File: config.mk
export PLATFORM = sky130hd
export DESIGN_NAME = next_permutation_engine_top
export DESIGN_NICKNAME = d
export VERILOG_FILES = /design/src/rtl/npe_pkg.sv /design/src/rtl/next_permutation_engine_top.sv /design/src/rtl/npe_ram.sv /design/src/rtl/npe_seq.sv
export VERILOG_INCLUDE_DIRS = /design/src /design/src/rtl
export SDC_FILE = /design/constraint.sdc
export NUM_CORES = 1
export LEC_CHECK = 0
export BUFFER_PORTS_ARGS = -buffer_cell sky130_fd_sc_hd__buf_2
export CAP_MARGIN = 10
export CORE_ASPECT_RATIO = 1.2
export CORE_MARGIN = 2
export CORE_UTILIZATION = 60
export CTS_BUF_LIST = sky130_fd_sc_hd__clkbuf_8
export CTS_CLUSTER_DIAMETER = 30
export DETAILED_ROUTE_END_ITERATION = 7
export HOLD_SLACK_MARGIN = 0.02
export PLACE_DENSITY = 0.74
export SYNTH_ARGS = -nofsm -noshare
export SYNTH_HDL_FRONTEND = slang
export SYNTH_SLANG_ARGS = --single-unit
export TNS_END_PERCENT = 1
File: constraint.sdc
create_clock -name clock -period 8.9 [get_ports clock]
set_input_delay 0.445 -clock clock [delete_from_list [all_inputs] [get_ports clock]]
set_output_delay 0.445 -clock clock [all_outputs]
set_load 0.05 [all_outputs]
File: src/rtl/assert_macros.svh
// Assertion macros for the design file that checks itself (next_permutation_engine_top).
`ifndef ASSERT_MACROS_SVH
`define ASSERT_MACROS_SVH

// Same-cycle implication on the block clock, off during reset.
`define ASSERT_IMPLIES(label, ante, cons, msg) \
   label: assert property (@(posedge clock) disable iff (reset) (ante) |-> (cons)) \
      else $error(msg);

// Next-cycle implication on the block clock, off during reset.
`define ASSERT_NEXT(label, ante, cons, msg) \
   label: assert property (@(posedge clock) disable iff (reset) (ante) |=> (cons)) \
      else $error(msg);

`endif

File: src/rtl/npe_pkg.sv
// Shared constants, command codes and interface structs of the permutation engine.
package npe_pkg;

   // store geometry
   localparam int MAX_ITEMS = 32;
   localparam int KEY_WIDTH = 8;
   localparam int ADDR_W    = $clog2(MAX_ITEMS);
   localparam int CNT_W     = $clog2(MAX_ITEMS + 1);

   // fixed field widths of the words
   localparam int CMD_W     = 2;
   localparam int INDEX_W   = 5;
   localparam int KEY_IN_W  = 8;
   localparam int KEY_OUT_W = 8;
   localparam int CFG_W     = 6;

   // command codes
   localparam logic [CMD_W-1:0] CMD_LOAD    = 2'd0;
   localparam logic [CMD_W-1:0] CMD_ADVANCE = 2'd1;
   localparam logic [CMD_W-1:0] CMD_READ    = 2'd2;

   typedef struct packed {
      logic [CMD_W-1:0]    command;
      logic [INDEX_W-1:0]  index;
      logic [KEY_IN_W-1:0] key_in;
   } cmd_type;

   typedef struct packed {
      logic                 rd_en;
      logic [ADDR_W-1:0]    rd_addr;
      logic                 wr_en;
      logic [ADDR_W-1:0]    wr_addr;
      logic [KEY_WIDTH-1:0] wr_data;
   } mem_req_type;

   typedef struct packed {
      logic                 valid;
      logic [KEY_OUT_W-1:0] key_out;
      logic                 was_last;
   } result_type;

endpackage

File: src/rtl/next_permutation_engine_top.sv
// Next-permutation engine top: stream ports, item count register, key RAM, result word.
// An advance runs a right-to-left ascent scan and a successor scan, one RAM read a
// cycle each, then a suffix reversal through the single write port.
// One word in work at a time; the next is taken while a result waits in the output word.
// Synchronous active-high reset clears control and item_count; the key RAM is not cleared.
`include "assert_macros.svh"

module next_permutation_engine_top
   import npe_pkg::*;
(
   input  logic             clock,
   input  logic             reset,
   // configuration
   input  logic             csr_we,
   input  logic [CFG_W-1:0] csr_wdata,   // item_count
   // command words
   input  logic             req_tvalid,
   output logic             req_tready,
   input  logic [15:0]      req_tdata,   // index[4:0], key_in[12:5], zero pad
   input  logic [1:0]       req_tuser,   // command[1:0]
   // result words
   output logic             rsp_tvalid,
   input  logic             rsp_tready,
   output logic [7:0]       rsp_tdata,   // key_out[7:0]
   output logic             rsp_tlast    // was_last
);

   logic [CFG_W-1:0]     item_count_ff;
   logic [CNT_W-1:0]     count;
   cmd_type              cmd;
   logic                 start;
   logic                 seq_idle;
   logic                 res_ready;
   mem_req_type          mem;
   result_type           res;
   logic [KEY_WIDTH-1:0] rd_data;

   logic                 rsp_valid_ff;
   logic [KEY_OUT_W-1:0] rsp_key_ff;
   logic                 rsp_last_ff;

   // item count register; the count in use is saturated to the store size
   always_ff @(posedge clock) begin
      if (reset) begin
         item_count_ff <= '0;
      end else if (csr_we) begin
         item_count_ff <= csr_wdata;
      end
   end

   assign count = (32'(item_count_ff) > MAX_ITEMS) ? CNT_W'(MAX_ITEMS)
                                                   : CNT_W'(item_count_ff);

   // unpack the command word
   assign cmd.command = req_tuser[CMD_W-1:0];
   assign cmd.index   = req_tdata[INDEX_W-1:0];
   assign cmd.key_in  = req_tdata[INDEX_W+KEY_IN_W-1:INDEX_W];

   assign req_tready = seq_idle;
   assign start      = req_tvalid && req_tready;
   assign res_ready  = !rsp_valid_ff || rsp_tready;

   npe_seq u_seq (
      .clock     (clock),
      .reset     (reset),
      .start     (start),
      .cmd       (cmd),
      .count     (count),
      .res_ready (res_ready),
      .rd_data   (rd_data),
      .idle      (seq_idle),
      .mem       (mem),
      .res       (res)
   );

   npe_ram #(
      .WIDTH (KEY_WIDTH),
      .DEPTH (MAX_ITEMS)
   ) u_keys (
      .clock   (clock),
      .wr_en   (mem.wr_en),
      .wr_addr (mem.wr_addr),
      .wr_data (mem.wr_data),
      .rd_en   (mem.rd_en),
      .rd_addr (mem.rd_addr),
      .rd_data (rd_data)
   );

   // output word register
   always_ff @(posedge clock) begin
      if (reset) begin
         rsp_valid_ff <= 1'b0;
      end else if (res_ready) begin
         rsp_valid_ff <= res.valid;
      end
      if (res_ready && res.valid) begin
         rsp_key_ff  <= res.key_out;
         rsp_last_ff <= res.was_last;
      end
   end

   assign rsp_tvalid = rsp_valid_ff;
   assign rsp_tdata  = rsp_key_ff;
   assign rsp_tlast  = rsp_last_ff;

   // checks
   `ASSERT_NEXT(a_busy_after_accept, start, !req_tready, "ready stayed high after accept")
   `ASSERT_IMPLIES(a_walk_in_range, mem.wr_en && !start, CNT_W'(mem.wr_addr) < count, "advance wrote outside the active items")
   `ASSERT_IMPLIES(a_no_rw_collide, mem.wr_en && mem.rd_en, mem.wr_addr != mem.rd_addr, "RAM read and write hit one entry")
   `ASSERT_NEXT(a_result_held, res.valid && !res_ready, res.valid && $stable(res.key_out) && $stable(res.was_last), "pending result changed")

endmodule

File: src/rtl/npe_ram.sv
// Generic simple dual-port RAM, one write and one registered read port.
module npe_ram #(
   parameter int WIDTH = 8,
   parameter int DEPTH = 32
) (
   input  logic                     clock,
   input  logic                     wr_en,
   input  logic [$clog2(DEPTH)-1:0] wr_addr,
   input  logic [WIDTH-1:0]         wr_data,
   input  logic                     rd_en,
   input  logic [$clog2(DEPTH)-1:0] rd_addr,
   output logic [WIDTH-1:0]         rd_data
);

   logic [WIDTH-1:0] mem_ff [DEPTH];
   logic [WIDTH-1:0] rd_data_ff;

   // read returns the old contents on a same-address write
   always_ff @(posedge clock) begin
      if (wr_en) begin
         mem_ff[wr_addr] <= wr_data;
      end
      if (rd_en) begin
         rd_data_ff <= mem_ff[rd_addr];
      end
   end

   assign rd_data = rd_data_ff;

endmodule

File: src/rtl/npe_seq.sv
// Command sequencer: load, read and the next-permutation walk over the key RAM.
module npe_seq
   import npe_pkg::*;
(
   input  logic                 clock,
   input  logic                 reset,
   input  logic                 start,
   input  cmd_type              cmd,
   input  logic [CNT_W-1:0]     count,
   input  logic                 res_ready,
   input  logic [KEY_WIDTH-1:0] rd_data,
   output logic                 idle,
   output mem_req_type          mem,
   output result_type           res
);

   typedef enum logic [3:0] {
      ST_IDLE,
      ST_RD_WAIT,
      ST_SCAN,
      ST_FIND,
      ST_SWAP,
      ST_REV_LO,
      ST_REV_HI,
      ST_REV_WLO,
      ST_REV_WHI,
      ST_RESULT
   } state_type;

   state_type            state_ff, state_in;
   logic [ADDR_W-1:0]    ptr_ff, ptr_in;
   logic [ADDR_W-1:0]    piv_pos_ff, piv_pos_in;
   logic [KEY_WIDTH-1:0] pivot_ff, pivot_in;
   logic [KEY_WIDTH-1:0] prev_ff, prev_in;
   logic                 first_ff, first_in;
   logic [ADDR_W-1:0]    lo_ff, lo_in;
   logic [ADDR_W-1:0]    hi_ff, hi_in;
   logic [KEY_WIDTH-1:0] hold_ff, hold_in;
   logic [KEY_OUT_W-1:0] res_key_ff, res_key_in;
   logic                 res_last_ff, res_last_in;

   logic [ADDR_W-1:0] last_pos;
   logic              idx_ok;

   assign last_pos = ADDR_W'(count - CNT_W'(1));
   assign idx_ok   = (32'(cmd.index) < MAX_ITEMS);

   // next state and RAM port control
   always_comb begin
      state_in    = state_ff;
      ptr_in      = ptr_ff;
      piv_pos_in  = piv_pos_ff;
      pivot_in    = pivot_ff;
      prev_in     = prev_ff;
      first_in    = first_ff;
      lo_in       = lo_ff;
      hi_in       = hi_ff;
      hold_in     = hold_ff;
      res_key_in  = res_key_ff;
      res_last_in = res_last_ff;
      mem         = '0;

      unique case (state_ff)
         ST_IDLE: begin
            if (start) begin
               res_key_in  = '0;
               res_last_in = 1'b0;
               state_in    = ST_RESULT;
               unique case (cmd.command)
                  CMD_LOAD: begin
                     mem.wr_en   = idx_ok;
                     mem.wr_addr = ADDR_W'(cmd.index);
                     mem.wr_data = KEY_WIDTH'(cmd.key_in);
                  end
                  CMD_READ: begin
                     if (idx_ok) begin
                        mem.rd_en   = 1'b1;
                        mem.rd_addr = ADDR_W'(cmd.index);
                        state_in    = ST_RD_WAIT;
                     end
                  end
                  CMD_ADVANCE: begin
                     if (count < CNT_W'(2)) begin
                        res_last_in = 1'b1;
                     end else begin
                        mem.rd_en   = 1'b1;
                        mem.rd_addr = last_pos;
                        ptr_in      = last_pos;
                        first_in    = 1'b1;
                        state_in    = ST_SCAN;
                     end
                  end
                  default: begin
                     // unused code: zero result
                  end
               endcase
            end
         end

         ST_RD_WAIT: begin
            res_key_in = KEY_OUT_W'(rd_data);
            state_in   = ST_RESULT;
         end

         // walk right to left for the rightmost ascent
         ST_SCAN: begin
            if (!first_ff && (rd_data < prev_ff)) begin
               piv_pos_in  = ptr_ff;
               pivot_in    = rd_data;
               mem.rd_en   = 1'b1;
               mem.rd_addr = last_pos;
               ptr_in      = last_pos;
               state_in    = ST_FIND;
            end else if (ptr_ff == '0) begin
               res_last_in = 1'b1;
               state_in    = ST_RESULT;
            end else begin
               prev_in     = rd_data;
               first_in    = 1'b0;
               mem.rd_en   = 1'b1;
               mem.rd_addr = ptr_ff - ADDR_W'(1);
               ptr_in      = ptr_ff - ADDR_W'(1);
            end
         end

         // rightmost key above the pivot; the suffix is non-increasing
         ST_FIND: begin
            if (rd_data > pivot_ff) begin
               mem.wr_en   = 1'b1;
               mem.wr_addr = piv_pos_ff;
               mem.wr_data = rd_data;
               state_in    = ST_SWAP;
            end else begin
               mem.rd_en   = 1'b1;
               mem.rd_addr = ptr_ff - ADDR_W'(1);
               ptr_in      = ptr_ff - ADDR_W'(1);
            end
         end

         // finish the swap, then reverse the suffix
         ST_SWAP: begin
            mem.wr_en   = 1'b1;
            mem.wr_addr = ptr_ff;
            mem.wr_data = pivot_ff;
            lo_in       = piv_pos_ff + ADDR_W'(1);
            hi_in       = last_pos;
            if ((CNT_W'(piv_pos_ff) + CNT_W'(2)) < count) begin
               state_in = ST_REV_LO;
            end else begin
               state_in = ST_RESULT;
            end
         end

         ST_REV_LO: begin
            mem.rd_en   = 1'b1;
            mem.rd_addr = lo_ff;
            state_in    = ST_REV_HI;
         end

         ST_REV_HI: begin
            mem.rd_en   = 1'b1;
            mem.rd_addr = hi_ff;
            hold_in     = rd_data;
            state_in    = ST_REV_WLO;
         end

         ST_REV_WLO: begin
            mem.wr_en   = 1'b1;
            mem.wr_addr = lo_ff;
            mem.wr_data = rd_data;
            state_in    = ST_REV_WHI;
         end

         // write the high end; read the next low end when pairs remain
         ST_REV_WHI: begin
            mem.wr_en   = 1'b1;
            mem.wr_addr = hi_ff;
            mem.wr_data = hold_ff;
            lo_in       = lo_ff + ADDR_W'(1);
            hi_in       = hi_ff - ADDR_W'(1);
            if ((CNT_W'(lo_ff) + CNT_W'(2)) < CNT_W'(hi_ff)) begin
               mem.rd_en   = 1'b1;
               mem.rd_addr = lo_ff + ADDR_W'(1);
               state_in    = ST_REV_HI;
            end else begin
               state_in = ST_RESULT;
            end
         end

         ST_RESULT: begin
            if (res_ready) begin
               state_in = ST_IDLE;
            end
         end

         default: begin
            state_in = ST_IDLE;
         end
      endcase
   end

   // state and registered outputs
   always_ff @(posedge clock) begin
      if (reset) begin
         state_ff <= ST_IDLE;
      end else begin
         state_ff <= state_in;
      end
      ptr_ff      <= ptr_in;
      piv_pos_ff  <= piv_pos_in;
      pivot_ff    <= pivot_in;
      prev_ff     <= prev_in;
      first_ff    <= first_in;
      lo_ff       <= lo_in;
      hi_ff       <= hi_in;
      hold_ff     <= hold_in;
      res_key_ff  <= res_key_in;
      res_last_ff <= res_last_in;
   end

   assign idle         = (state_ff == ST_IDLE);
   assign res.valid    = (state_ff == ST_RESULT);
   assign res.key_out  = res_key_ff;
   assign res.was_last = res_last_ff;

endmodule

Word-level counts from Yosys, hierarchy flattened
Memories as Yosys holds them, arrays and structs flattened. A register that Yosys moved wholly into a read port is not among the register bits.
Cells that the tools add are included.
W data, S select, Z words.

cells by class
  add/subtract/negate cells = 7
  order comparisons = 6
  eq/ne operators = 22
  multiplexer cells = 47
  bitwise logic cells = 2
  reduce and logical (&&, ||, !) cells = 20

operator list
  cell                   count
  $pmux W14 S5           1
  $pmux W4 S10           1
  $mux W6                6
  $pmux W6 S6            1
  $mux W4                8
  $mux W5                6
  $mux W14               2
  $mux W20               1
  $pmux W5 S2            2
  $eq A4 B3 Y1 const B   4
  $pmux W8 S2            1
  $pmux W5 S3            1
  $sub A5 B1 Y5 const B  3
  $add A5 B2 Y6 const B  2
  $mux W1                12
  $pmux W6 S2            1
  $reduce_and A6 Y1      2
  $add A5 B1 Y5 const B  2
  $ne A2 B2 Y1 const B   5
  $eq A4 B2 Y1 const B   2
  $eq A4 B4 Y1 const B   2
  $gt A8 B8 Y1           1
  $lt A8 B8 Y1           1
  $mux W8                1
  other kinds (24)       36

storage, ports and cells
  bits in registers = 74
  RAM bits = 256
  input bits = 29
  memories kept = 1

memories
  memory         depth  bits a word  rd ports  clocked after memory_dff  write ports  line           text
  u_keys.mem_ff  32     8            1         1                         1            npe_ram.sv:15  logic [WIDTH-1:0] mem_ff [DEPTH];

Depth between registers and ports, before layout
Gate-level depths: netlist of run 1.

  depth in word-level cells = 9
  depth in mapped cells = 16
  mapped depth without buffers = 12

By module
From an unflattened synthesis of run 1, not the netlist that was laid out.

second synthesis, totals
  cells, all modules = 876
  area total of the unflattened synthesis = 14,777.9 µm²

modules (own cells, without submodules)
  module                       times used  cells an instance  area an instance (µm²)  seq. area each (µm²)
  npe_ram                      1           417                10,133.5                7,927.6
  npe_seq                      1           419                4,077.7                 1,701.6
  next_permutation_engine_top  1           40                 566.8                   410.4

Worst setup path after synthesis of run 1
Ideal clock, no wire load.

  path type = flip-flop to flip-flop
  from = reg u_keys.rd_data_ff[2] (netlist: u_keys.rd_data[2]) (read register of u_keys.mem_ff)
  to = reg u_keys.rd_data_ff[3] (netlist: u_keys.rd_data[3]) (read register of u_keys.mem_ff), data pin
  library setup time = 0.276 ns
  arrival time = 3.015 ns
  data required time = 8.624 ns
  slack = 5.609 ns
  cell stages (with the launch flop) = 15
  clock period less this slack = 3.291 ns
  cells stage by stage = edfxtp_1 ha_1 a211oi_2 o21ai_1 a2111oi_4 buf_6 mux2i_1 o221a_1 buf_6 buf_6 mux2_4 a22oi_2 o221ai_1 a21oi_2 a211oi_2

between the ends
  word-level cells in the longest chain between the ends = 4
  elaborated cells on any way between the ends = 6
  those cells by class = order compare (2); mux (3); reduce/logical (1)

ends and longest elaborated chain
  item                 line            text
  from (decl)          npe_ram.sv:16   logic [WIDTH-1:0] rd_data_ff;
  $lt A8 B8 Y1         npe_seq.sv:107  if (!first_ff && (rd_data < prev_ff)) begin
  $logic_and A1 B1 Y1  npe_seq.sv:107
  $mux W6              npe_seq.sv:107
  $pmux W6 S6 *        npe_seq.sv:63   unique case (state_ff)

Every way passes the cells marked *; elsewhere a longest branch is shown, timed or not.
A chain may end at the register's enable or synchronous reset.

Worst setup path in the final report of run 1
Ends and elaborated chain as after synthesis.

==> results of run 1 <==
[worst reg2reg max path, cell delays in order (launching register included)]
cell and delay, ns:
sky130_fd_sc_hd__edfxtp_1 0.50, sky130_fd_sc_hd__ha_1 0.38, sky130_fd_sc_hd__a211oi_2 0.17, sky130_fd_sc_hd__o21ai_1 0.14, sky130_fd_sc_hd__a2111oi_4 0.81, sky130_fd_sc_hd__mux2_2 0.32
sky130_fd_sc_hd__and3_4 0.81, sky130_fd_sc_hd__buf_4 0.60, sky130_fd_sc_hd__mux2i_1 0.25, sky130_fd_sc_hd__a22oi_1 0.12, sky130_fd_sc_hd__a32oi_1 0.32, sky130_fd_sc_hd__and4b_1 0.34
sky130_fd_sc_hd__a211oi_2 0.08
[sequential cells by signal, indices dropped and copies added (netlist names)]
register,cells
u_seq.ptr_ff,5
u_seq.state_ff,4
u_seq.lo_ff,5
u_keys.mem_ff,256
rsp_tlast,1
u_seq.hi_ff,5
u_seq.first_ff,1
u_seq.piv_pos_ff,5
rsp_tdata,8
u_seq.hold_ff,8
rsp_tvalid,1
u_keys.rd_data,8
u_seq.prev_ff,8
u_seq.res_key_ff,8
u_seq.pivot_ff,8
u_seq.res_last_ff,1
item_count_ff,6
[cell usage after synthesis, drive strengths merged (12+ instances only)]
cell	count
clkbuf	22
a22oi	17
ha	35
a221oi	13
buf	40
nand3	43
a32oi	17
nor3	15
a21oi	67
nand2	199
a222oi	12
nor2	84
o21ai	25
edfxtp	327
a211oi	12
o211ai	15
mux2i	49
inv	31
[power groups by stage]
stage / logic, uW / clock network, uW / registers [uW]
2_1_floorplan: 1240 / 0 / 2180
3_3_place_gp: 1620 / 0 / 2220
3_5_place_dp: 1650 / 0 / 2230
4_1_cts: 1660 / 1410 / 2190
5_1_grt: 1840 / 1480 / 2210
6_report: 1700 / 1390 / 2190
[layer usage]
layer | share of wire | vias up | global-route usage
met5 | 0 | - | 0
met4 | 0.040 | 0 | 0.120
met3 | 0.074 | 110 | 0.0542
met2 | 0.49 | 429 | 0.427
met1 | 0.40 | 4701 | 0.327
li1 | - | 4505 | -
[area by class of cell]
type,instances,area (um^2),share of cell area
clock inverter,46,344,0.0206
clock buffer,59,812,0.0486
tap,325,407,0.0243
inverter,32,120,0.00718
multi-input combinational,735,4690,0.281
timing repair buffer,46,303,0.0181
sequential,338,10000,0.600
[path summary, 6_finish.rpt]
path	cells past startpoint	slack, ns	startpoint	end
worst max-delay path	12	3.77	u_keys.rd_data[2]	u_keys.rd_data[3]
worst min-delay path	3	0.09	csr_wdata[1]	item_count_ff[1]
worst max register to register	12	3.77	u_keys.rd_data[2]	u_keys.rd_data[3]
worst min register to register	0	0.42	u_seq.res_key_ff[3]	rsp_tdata[3]
[logic make-up (layout without fill, tap and decap cells)]
family                   Yosys count  after routing
AND/OR/NAND/NOR                  406            406
flip-flops                       338            338
AO/OA/AOI/OAI                    216            216
buffers and inverters             94            183
multiplexers                      60             60
adder cells (fa/ha/maj)           35             35
XOR/XNOR                          18             18
[metrics by stage]
stage	hold WS (ns)	std cells	util	power, uW
floorplan	0.400	1167	-	3420
detailed placement	0.408	1473	0.624	3880
finish	0.0861	1581	0.673	5280
CTS	0.0704	1578	0.671	5260
global placement	0.402	1473	0.624	3840
global route	0.100	1581	0.673	5520
==> reports/metrics.sh, run 1 <==
HTREEDEPTH=2
CELLINTERNALPOWER_uW=3390
POWER.DENSITY_nW_PER_UM2=316
POSTSYNTH.TOPFLOPCELL='sky130_fd_sc_hd__edfxtp_1'
FIRSTDRTPASSITERS=6
CRITICAL_PATH_REQUIRED_NS=9.22
CLK_PATH_BUF_DEPTH=3
SYNTH_XOR_AREA_FRAC=0.0104
SKEW_NS=0.0130
SYNTH_AREA_LEADERS='sky130_fd_sc_hd__edfxtp_1, sky130_fd_sc_hd__nand2_1, sky130_fd_sc_hd__mux2i_1, sky130_fd_sc_hd__ha_1, sky130_fd_sc_hd__a21oi_1'
TRACK_USAGE=0.258
DETAILEDPLACEMENTHPWL_UM=21500
PLACEMENT_ROWS=63
HOLD_BUFFERS=0
YS_SEQ_ELEMENTS=338
INITIAL_CORE_UTIL=0.612
FINAL_NET_COUNT=1276
REPORT.FINAL.HOLD_VIOL_COUNT=0
POWER_SWITCHING_uW=1890
IO_BUFFER_COUNT=36
SEQ_AREA_FRAC_SYNTH=0.660
SYNTH_COMPOUND_AREA_FRAC=0.105
NUM-FILL-CELLS=1792
TRITONCTS.NUM_BUFFERS=59
TIMING.CRITICAL_PATH.FANOUT_MAX=78
FINISH.INSTANCE_AREA_UM2=16700
SYNTHCELLS=1167
MAX-VDD-IR-DROP_uV=188
YS.WARNINGS.COUNT=0
FINALWIRELENGTH_UM=34000
FINAL_COMMON_CELL='sky130_fd_sc_hd__edfxtp_1'
CLOCKROOTBUFFER='sky130_fd_sc_hd__clkbuf_8'
GRT_START_MAX_NET_PINS=79
LAYOUT_WORST_PATH_CYCLE_SHARE=0.577
AVGSYNTHCELLAREA_UM2=13.0
FLOORPLAN.DIE_AREA_UM2=26600
MUXSHAREOFSYNTHAREA=0.0424
OUTCOME='finished, final reports clean'
TIMING.FMAX_GHz=0.195
AREA.GROWTH.SYNTH_TO_FINAL_PCT=9.97
WORST_SLEW_PIN_SLEW_NS=1.20
SYNTH-EDFF-COUNT=327
PWR-SHARE-CLK=0.263
SHARE_OF_THE_SYNTHESIZED_AREA_IN_THE_TOP_CELL_TYPE=0.646
AVGROUTEDWIREPERCELL_UM=21.5
DETAILED_PLACE.AREA_UM2=15500
CORE_AREA_UM2=24800
WORST_SETUP_PATH_END_KIND='flop'
FINALSETUPTNS_NS=0
YOSYS.AREA_SHARE.SIMPLE=0.121
SYNTHADDERAREAFRAC=0.0288
FLOORPLAN.DIE.HEIGHT_UM=178
GLOBAL_ROUTE_WIRE_LENGTH_BEFORE_REPAIR_UM=51900
CTS_RESIZED=0
SYN_AREA_UM2=15200
SW_FRAC_OF_TOTAL=0.359
MAX_SLEW_HEADROOM_AT_THE_WORST_PIN=0.196
DRT.ANTENNA.VIOLATING_NETS=0
TIMING.CRITICAL_PATH.ARRIVAL_NS=5.45
SYNTH_NETS=1231
CRIT_PATH_CELL_TRACE='ha_1 -> a211oi_2 -> o21ai_1 -> a2111oi_4 -> mux2_2 -> and3_4 -> buf_4 -> mux2i_1 -> a22oi_1 -> a32oi_1 -> and4b_1 -> a211oi_2'
SYNTH_TOP_FAMILY_BY_AREA='simple AND/OR/NAND/NOR gates'
GP_ROUTABILITY_CONGESTION=0.917
MIN_PATH_TYPE='in2reg'
SEQUENTIALPOWERSHARE=0.416
MAXCAPVIOLATIONS=0
HORIZONTAL_EXTENT_OF_THE_DIE_UM=149
SYNTH_LARGEST_AREA_CELL='sky130_fd_sc_hd__edfxtp_1'
CTS_TREE='done'
DR_TOTAL_VIAS=9745
PROPORTION_OF_LAYOUT_CELLS_WITH_A_DRIVE_SUFFIX_ABOVE_1=0.135
GRT_SETUP_UNREPAIRED='false'
ANTENNA_FOUND_INITIAL=0
SYNTH-ASYNC-RESET-RATIO=0
CLOCK_INSERTION_DELAY_WORST_SKEW_NS=0.60
NUMBER_OF_SLEW_LIMIT_VIOLATIONS_IN_THE_FINAL_REPORT=0
NUMBER_OF_DRC_MARKERS_AFTER_THE_INITIAL_DETAILED_ROUTE_ITERATION=894
DETAIL_ROUTE.VIAS_PER_CELL=6.16
STARTPOINT_KIND_OF_THE_WORST_SETUP_TIMING_PATH='flop'
CRITICAL_PATH.N_BUFFERS_INVERTERS=1
SETUP_VIOL_COUNT_FINAL=0
CRITPATHKIND='reg2reg'
CRITICAL-PATH-TOP-CELL-BY-COUNT='sky130_fd_sc_hd__a211oi_2'
COMBINATIONAL_POWER_SHARE=0.322
WORST_PATH_DOMINANT_CELL_FAMILY='compound AO/OA/AOI/OAI gates'
WORST_PATH_MAX_DELAY_CELL='sky130_fd_sc_hd__a2111oi_4'
CLOCK-SINKS=338
DPL_WORST_SLACK_NS=3.74
MOSTFREQUENTLAYOUTCELLS='sky130_fd_sc_hd__edfxtp_1, sky130_fd_sc_hd__nand2_1, sky130_fd_sc_hd__nor2_1'
CTS_SETUP_BUFFERS=0
FIRST_GLOBAL_VIAS=9507
LAYOUT_MIN_CYCLE_TIME_NS=5.13
SYNTHDISTINCTLIBCELLS=71
PATH_CLK_SLEW_NS=0.06
CRITICAL-PATH-MAX-STAGE-DELAY_NS=0.81
GRT-OVFL-TOTAL=0
ANTENNA_CELLS=0
DRCVIOLATIONCOUNT=0
P_LEAK_uW=0.00610
POST-ROUTE-WORST-SETUP-SLACK_NS=3.77
IOS=40
(Power assumes the default switching activity.)
==> inputs of run 2 (changes only) <==
==> constraint.sdc (replaced) <==
create_clock -name clock -period 5 [get_ports clock]
set_input_delay 0.25 -clock clock [delete_from_list [all_inputs] [get_ports clock]]
set_output_delay 0.25 -clock clock [all_outputs]
set_load 0.05 [all_outputs]
==> reports/metrics.sh, run 2 (synthesis results as in run 1) <==
OUTCOME='finished, final reports clean'  # unchanged
PROPORTION_OF_LAYOUT_CELLS_WITH_A_DRIVE_SUFFIX_ABOVE_1=0.148  # was 0.135
SETUP_VIOL_COUNT_FINAL=0  # unchanged
WORST_PATH_MAX_DELAY_CELL='sky130_fd_sc_hd__nor2_1'  # was sky130_fd_sc_hd__a2111oi_4
CRITICAL_PATH.N_BUFFERS_INVERTERS=0  # was 1
MIN_PATH_TYPE='in2reg'  # unchanged
HORIZONTAL_EXTENT_OF_THE_DIE_UM=149  # unchanged
ANTENNA_CELLS=0  # unchanged
CRITICAL-PATH-TOP-CELL-BY-COUNT='sky130_fd_sc_hd__nor2_1'  # was sky130_fd_sc_hd__a211oi_2
AREA.GROWTH.SYNTH_TO_FINAL_PCT=11.7  # was 9.97%
WORST_HOLD_PATH.NUM_CELLS=3  # unchanged
TRACK_USAGE=0.268  # was 0.258
FLOORPLAN.DIE.HEIGHT_UM=178  # unchanged
GRT_SETUP_UNREPAIRED='false'  # unchanged
REPORT.FINAL.HOLD_VIOL_COUNT=0  # unchanged
AVGROUTEDWIREPERCELL_UM=21.6  # was 21.5 um
WORST_SETUP_PATH_END_KIND='flop'  # unchanged
NUMBER_OF_SLEW_LIMIT_VIOLATIONS_IN_THE_FINAL_REPORT=0  # unchanged
POSTLAYOUTCOREUTIL=0.684  # was 0.673
DETAIL_ROUTE.VIAS_PER_CELL=6.09  # was 6.16
TIMING.CRITICAL_PATH.ARRIVAL_NS=4.40  # was 5.45 ns
FINAL_COMMON_CELL='sky130_fd_sc_hd__edfxtp_1'  # unchanged
DETAILEDPLACEMENTHPWL_UM=22600  # was 21500 um
FIN_WORST_HOLD_SLACK_NS=0.184  # was 0.0861 ns
MAX_SLEW_HEADROOM_AT_THE_WORST_PIN=0.225  # was 0.196
CORE_AREA_UM2=24800  # unchanged
GRT_START_MAX_NET_PINS=48  # was 79
LAYOUT_WORST_PATH_CYCLE_SHARE=0.837  # was 0.577
FLOORPLAN.DIE_AREA_UM2=26600  # unchanged
FINALWIRELENGTH_UM=35000  # was 34000 um
FIRST_GLOBAL_VIAS=9828  # was 9507
GLOBAL_ROUTE_WIRE_LENGTH_BEFORE_REPAIR_UM=53900  # was 51900 um
WORST_SLEW_PIN_SLEW_NS=1.15  # was 1.20 ns
NUMPLACEDINSTANCES=1499  # was 1473
DR_TOTAL_VIAS=9859  # was 9745
POST-ROUTE-WORST-SETUP-SLACK_NS=0.816  # was 3.77 ns
CRITICAL_PATH_DEPTH=10  # was 12
DRT.ANTENNA.VIOLATING_NETS=0  # unchanged
GP_ROUTABILITY_CONGESTION=0.908  # was 0.917
CTS_TREE='done'  # unchanged
P_LEAK_uW=0.00625  # was 0.00610 uW
ANTENNA_FOUND_INITIAL=0  # unchanged
CRITICAL_PATH_REQUIRED_NS=5.22  # was 9.22 ns
STARTPOINT_KIND_OF_THE_WORST_SETUP_TIMING_PATH='flop'  # unchanged
TIMING.FMAX_GHz=0.239  # was 0.195 GHz
LAYOUT_MIN_CYCLE_TIME_NS=4.18  # was 5.13 ns
INITIAL_CORE_UTIL=0.612  # unchanged
MAX-VDD-IR-DROP_uV=225  # was 188 uV
FINALSETUPTNS_NS=0  # unchanged
CRITICAL-PATH-MAX-STAGE-DELAY_NS=0.70  # was 0.81 ns
DRCVIOLATIONCOUNT=0  # unchanged
FINAL_NET_COUNT=1311  # was 1276
CRIT_PATH_CELL_TRACE='ha_1 -> nand4_1 -> nor2_1 -> a211oi_1 -> nor2_1 -> nor2_1 -> or2_2 -> nor3_1 -> or3_1 -> nor2_1'  # was ha_1 -> a211oi_2 -> o21ai_1 -> a2111oi_4 -> mux2_2 -> and3_4 -> buf_4 -> mux2i_1 -> a22oi_1 -> a32oi_1 -> and4b_1 -> a211oi_2
R2R.WORST_PATH.CELLS=10  # was 12
CLOCKROOTBUFFER='sky130_fd_sc_hd__clkbuf_8'  # unchanged
REGISTER_WITH_THE_MOST_FLIP_FLOPS='u_keys.mem_ff'  # unchanged
FIRSTDRTPASSITERS=7  # was 6
INSTANCES_NO_FILL=1618  # was 1581
CTS_SETUP_BUFFERS=0  # unchanged
PATH_CLK_SLEW_NS=0.06  # about the same
TIMING.CRITICAL_PATH.FANOUT_MAX=9  # was 78
HTREEDEPTH=2  # unchanged
GRT-OVFL-TOTAL=0  # unchanged
CRITPATHKIND='reg2reg'  # unchanged
LARGEST_REGISTER_FF_COUNT=256  # unchanged
MOSTFREQUENTLAYOUTCELLS='sky130_fd_sc_hd__edfxtp_1, sky130_fd_sc_hd__nand2_1, sky130_fd_sc_hd__nor2_1'  # unchanged
PLACEMENT_ROWS=63  # unchanged
CLK_PATH_BUF_DEPTH=3  # unchanged
POWER.DENSITY_nW_PER_UM2=557  # was 316 nW/um^2
IOS=40  # unchanged
CLOCK_INSERTION_DELAY_WORST_SKEW_NS=0.60  # about the same
SKEW_NS=0.0269  # was 0.0130 ns
IO_BUFFER_COUNT=36  # unchanged
CLOCK-SINKS=338  # unchanged
DPL_WORST_SLACK_NS=0.847  # was 3.74 ns
NUMBER_OF_DRC_MARKERS_AFTER_THE_INITIAL_DETAILED_ROUTE_ITERATION=887  # was 894
WORST_PATH_DOMINANT_CELL_FAMILY='simple AND/OR/NAND/NOR gates'  # was compound AO/OA/AOI/OAI gates
MAXCAPVIOLATIONS=0  # unchanged
TRITONCTS.NUM_BUFFERS=57  # was 59
## run 2: worst register-to-register path, stage by stage, from the launching register on
cell and delay [ns]:
sky130_fd_sc_hd__edfxtp_1 0.49, sky130_fd_sc_hd__ha_1 0.38, sky130_fd_sc_hd__nand4_1 0.15, sky130_fd_sc_hd__nor2_1 0.09, sky130_fd_sc_hd__a211oi_1 0.45, sky130_fd_sc_hd__nor2_1 0.08
sky130_fd_sc_hd__nor2_1 0.46, sky130_fd_sc_hd__or2_2 0.34, sky130_fd_sc_hd__nor3_1 0.11, sky130_fd_sc_hd__or3_1 0.57, sky130_fd_sc_hd__nor2_1 0.70
## run 2: path summary, 6_finish.rpt
check	to	slack [ns]	from
worst max register to register	u_keys.mem_ff[20][4]	0.82	u_keys.rd_data[7]
worst min register to register	rsp_tdata[3]	0.42	u_seq.res_key_ff[3]
worst min-delay path	u_seq.res_last_ff	0.18	req_tvalid
worst max-delay path	u_keys.mem_ff[20][4]	0.82	u_keys.rd_data[7]
## run 2: repair_timing
| action | 4_1_cts | 5_1_grt |
|---|---|---|
| endpoints found under the hold margin | 11 | 0 |
| resized for setup | 0 | 0 |
| hold buffers | 14 | 0 |
## run 2: through the flow
| step | power (uW) | cell area, um^2 |
|---|---|---|
| global placement | 7020 | 15700 |
| detailed placement | 7100 | 15700 |
| floorplan | 6090 | 15200 |
| global route | 9900 | 17000 |
| finish | 9470 | 17000 |
| CTS | 9470 | 17000 |
## run 2: cell type report
class                      count  area (um^2)
clock buffer                  58          798
clock inverter                47          312
fill                        1756         7840
inverter                      32          120
multi-input combinational    735         4690
sequential                   338        10000
tap                          325          407
timing repair buffer          83          618
## run 2: layer usage
layer	GRT usage	vias up	part of all wire
met5	0	-	0
met4	0.112	0	0.039
met3	0.0425	100	0.064
met2	0.464	425	0.50
met1	0.336	4765	0.40
li1	-	4569	-
## run 2: where the power goes
group	leakage (uW)	total (uW)	switching (uW)	internal [uW]
clock network	0.000590	2370	1120	1250
registers	0.00310	3900	220	3680
logic	0.00256	3200	2120	1080
total	0.00625	9470	3460	6010
==> inputs of run 3 (changes only) <==
==> constraint.sdc (replaced) <==
create_clock -name clock -period 4.3 [get_ports clock]
set_input_delay 0.215 -clock clock [delete_from_list [all_inputs] [get_ports clock]]
set_output_delay 0.215 -clock clock [all_outputs]
set_load 0.05 [all_outputs]
==> reports/metrics.sh, run 3 (synthesis results as in run 1) <==
P_LEAK_uW=0.00650  # was 0.00625 uW
CTS_SETUP_BUFFERS=0  # unchanged
CLOCKROOTBUFFER='sky130_fd_sc_hd__clkbuf_8'  # unchanged
FLOORPLAN.DIE_AREA_UM2=26600  # unchanged
GLOBAL_ROUTE_WIRE_LENGTH_BEFORE_REPAIR_UM=53600  # was 53900 um
CTS_TREE='done'  # unchanged
PATH_CLK_SLEW_NS=0.06  # about the same
NUM-FILL-CELLS=1746  # was 1756
FINISH.INSTANCE_AREA_UM2=17300  # was 17000 um^2
ANTENNA_CELLS=0  # unchanged
MAX-VDD-IR-DROP_uV=419  # was 225 uV
P_TOTAL_uW=11000  # was 9470 uW
DETAILED_PLACE.AREA_UM2=16000  # was 15700 um^2
FINALWIRELENGTH_UM=34300  # was 35000 um
CORE_AREA_UM2=24800  # unchanged
CRIT_PATH_CELL_TRACE='ha_1 -> nor2b_1 -> o211ai_1 -> a211oi_1 -> or3_1 -> o221a_2 -> inv_2 -> buf_4 -> and2_1 -> o211ai_1 -> and4b_1 -> a211oi_1'  # was ha_1 -> nand4_1 -> nor2_1 -> a211oi_1 -> nor2_1 -> nor2_1 -> or2_2 -> nor3_1 -> or3_1 -> nor2_1
WORST_SETUP_PATH_END_KIND='flop'  # unchanged
FINALSETUPTNS_NS=0  # unchanged
GRT-OVFL-TOTAL=0  # unchanged
STARTPOINT_KIND_OF_THE_WORST_SETUP_TIMING_PATH='flop'  # unchanged
INITIAL_CORE_UTIL=0.612  # unchanged
R2R.WORST_PATH.CELLS=12  # was 10
CRITICAL_PATH.ENDPOINT='u_keys.rd_data[0]'  # was u_keys.mem_ff[20][4]
LAYOUT_WORST_PATH_CYCLE_SHARE=0.935  # was 0.837
WORST_PATH_DOMINANT_CELL_FAMILY='compound AO/OA/AOI/OAI gates'  # was simple AND/OR/NAND/NOR gates
TRACK_USAGE=0.264  # was 0.268
HTREEDEPTH=2  # unchanged
GRT_START_MAX_NET_PINS=78  # was 48
MOSTFREQUENTLAYOUTCELLS='sky130_fd_sc_hd__edfxtp_1, sky130_fd_sc_hd__nand2_1, sky130_fd_sc_hd__nor2_1'  # unchanged
AVGROUTEDWIREPERCELL_UM=20.7  # was 21.6 um
CLOCK_INSERTION_DELAY_WORST_SKEW_NS=0.60  # about the same
CTS_RESIZED=0  # unchanged
WORST_SLEW_PIN_SLEW_NS=0.899  # was 1.15 ns
HOLD_BUFFERS=19  # was 14
DRCVIOLATIONCOUNT=0  # unchanged
CRITICAL_PATH_DEPTH=12  # was 10
MAXCAPVIOLATIONS=0  # unchanged
HORIZONTAL_EXTENT_OF_THE_DIE_UM=149  # unchanged
PROPORTION_OF_LAYOUT_CELLS_WITH_A_DRIVE_SUFFIX_ABOVE_1=0.171  # was 0.148
IO_BUFFER_COUNT=36  # unchanged
GP_ROUTABILITY_CONGESTION=0.935  # was 0.908
LAYOUT_MIN_CYCLE_TIME_NS=4.02  # was 4.18 ns
SETUP_VIOL_COUNT_FINAL=0  # unchanged
CRITICAL-PATH-MAX-STAGE-DELAY_NS=0.50  # was 0.70 ns
CLK_PATH_BUF_DEPTH=3  # unchanged
FIRSTDRTPASSITERS=6  # was 7
NUMPLACEDINSTANCES=1535  # was 1499
SKEW_NS=0.0255  # was 0.0269 ns
FIRST_GLOBAL_VIAS=10100  # was 9828
TIMING.CRITICAL_PATH.FANOUT_MAX=7  # was 9
REGISTER_WITH_THE_MOST_FLIP_FLOPS='u_keys.mem_ff'  # unchanged
GRT_SETUP_UNREPAIRED='false'  # unchanged
REPORT.FINAL.HOLD_VIOL_COUNT=0  # unchanged
LARGEST_REGISTER_FF_COUNT=256  # unchanged
TRITONCTS.NUM_BUFFERS=57  # unchanged
CRITICAL_PATH_REQUIRED_NS=4.67  # was 5.22 ns
CRITICAL_PATH.N_BUFFERS_INVERTERS=2  # was 0
NUMBER_OF_SLEW_LIMIT_VIOLATIONS_IN_THE_FINAL_REPORT=0  # unchanged
DR_TOTAL_VIAS=10100  # was 9859
FLOORPLAN.DIE.HEIGHT_UM=178  # unchanged
POWER.DENSITY_nW_PER_UM2=636  # was 557 nW/um^2
MAX_SLEW_HEADROOM_AT_THE_WORST_PIN=0.400  # was 0.225
WORST_R2R_ENDPOINT='u_keys.rd_data[0]'  # was u_keys.mem_ff[20][4]
NUMBER_OF_DRC_MARKERS_AFTER_THE_INITIAL_DETAILED_ROUTE_ITERATION=935  # was 887
WORST_PATH_MAX_DELAY_CELL='sky130_fd_sc_hd__edfxtp_1'  # was sky130_fd_sc_hd__nor2_1
FINAL_COMMON_CELL='sky130_fd_sc_hd__edfxtp_1'  # unchanged
DRT.ANTENNA.VIOLATING_NETS=0  # unchanged
CRITPATHLAUNCH='u_keys.rd_data[1]'  # was u_keys.rd_data[7]
MIN_PATH_TYPE='in2reg'  # unchanged
DETAILEDPLACEMENTHPWL_UM=22500  # was 22600 um
PLACEMENT_ROWS=63  # unchanged
INTERNAL_REG_TO_REG_SETUP_SLACK_NS=0.28  # was 0.82 ns
CLOCK-SINKS=338  # unchanged
INSTANCES_NO_FILL=1660  # was 1618
TIMING.FMAX_GHz=0.249  # was 0.239 GHz
WORSTREG2REGSTART='u_keys.rd_data[1]'  # was u_keys.rd_data[7]
DETAIL_ROUTE.VIAS_PER_CELL=6.06  # was 6.09
FINAL_NET_COUNT=1352  # was 1311
CRITPATHKIND='reg2reg'  # unchanged
OUTCOME='finished, final reports clean'  # unchanged
TIMING.CRITICAL_PATH.ARRIVAL_NS=4.39  # was 4.40 ns
ANTENNA_FOUND_INITIAL=0  # unchanged
IOS=40  # unchanged
AREA.GROWTH.SYNTH_TO_FINAL_PCT=14.0  # was 11.7%
## run 3: worst min path at each step
stage	cells past startpoint	start	to	slack, ns
after floorplan	1	reset	u_seq.state_ff[2]	0.29
after global placement	0	u_seq.res_key_ff[6]	rsp_tdata[6]	0.40
after detailed placement	0	u_seq.res_key_ff[1]	rsp_tdata[1]	0.41
after CTS	3	req_tvalid	u_seq.res_last_ff	0.12
after global routing	3	req_tvalid	u_seq.res_last_ff	0.15
final	3	req_tvalid	u_seq.res_last_ff	0.15
## run 3: power by group
group	leakage [uW]	internal (uW)	switching, uW
registers	0.00310	4270	234
logic	0.00279	1330	2470
clock network	0.000607	1450	1270
## run 3: routing by layer
metal | GRT usage | part of all wire
met1 | 0.330 | 0.38
met2 | 0.447 | 0.50
met3 | 0.0488 | 0.076
met4 | 0.127 | 0.045
met5 | 0 | 0
## run 3: layout make-up
cell class | instances | area (um^2) | area share
clock inverters | 48 | 317 | 0.0183
flip-flops and latches | 338 | 10000 | 0.579
multi-input cells | 735 | 4690 | 0.271
inverters | 32 | 120 | 0.00693
clock buffers | 58 | 798 | 0.0460
well taps | 325 | 407 | 0.0235
repair buffers | 124 | 963 | 0.0556
## run 3: metrics by stage
| stage | worst slack [ns] | util | hold slack, ns |
|---|---|---|---|
| after floorplan | 1.01 | - | 0.291 |
| after global placement | 0.399 | 0.646 | 0.402 |
| after detailed placement | 0.352 | 0.646 | 0.407 |
| after CTS | 0.343 | 0.698 | 0.117 |
| after global routing | 0.118 | 0.698 | 0.150 |
| final | 0.279 | 0.698 | 0.151 |
## run 3: worst reg2reg max path, cell delays in order, from the launching register on
cell and delay [ns]:
sky130_fd_sc_hd__edfxtp_1 0.50, sky130_fd_sc_hd__ha_1 0.36, sky130_fd_sc_hd__nor2b_1 0.14, sky130_fd_sc_hd__o211ai_1 0.22, sky130_fd_sc_hd__a211oi_1 0.17, sky130_fd_sc_hd__or3_1 0.50, sky130_fd_sc_hd__o221a_2 0.46, sky130_fd_sc_hd__inv_2 0.10
sky130_fd_sc_hd__buf_4 0.15, sky130_fd_sc_hd__and2_1 0.35, sky130_fd_sc_hd__o211ai_1 0.23, sky130_fd_sc_hd__and4b_1 0.28, sky130_fd_sc_hd__a211oi_1 0.36
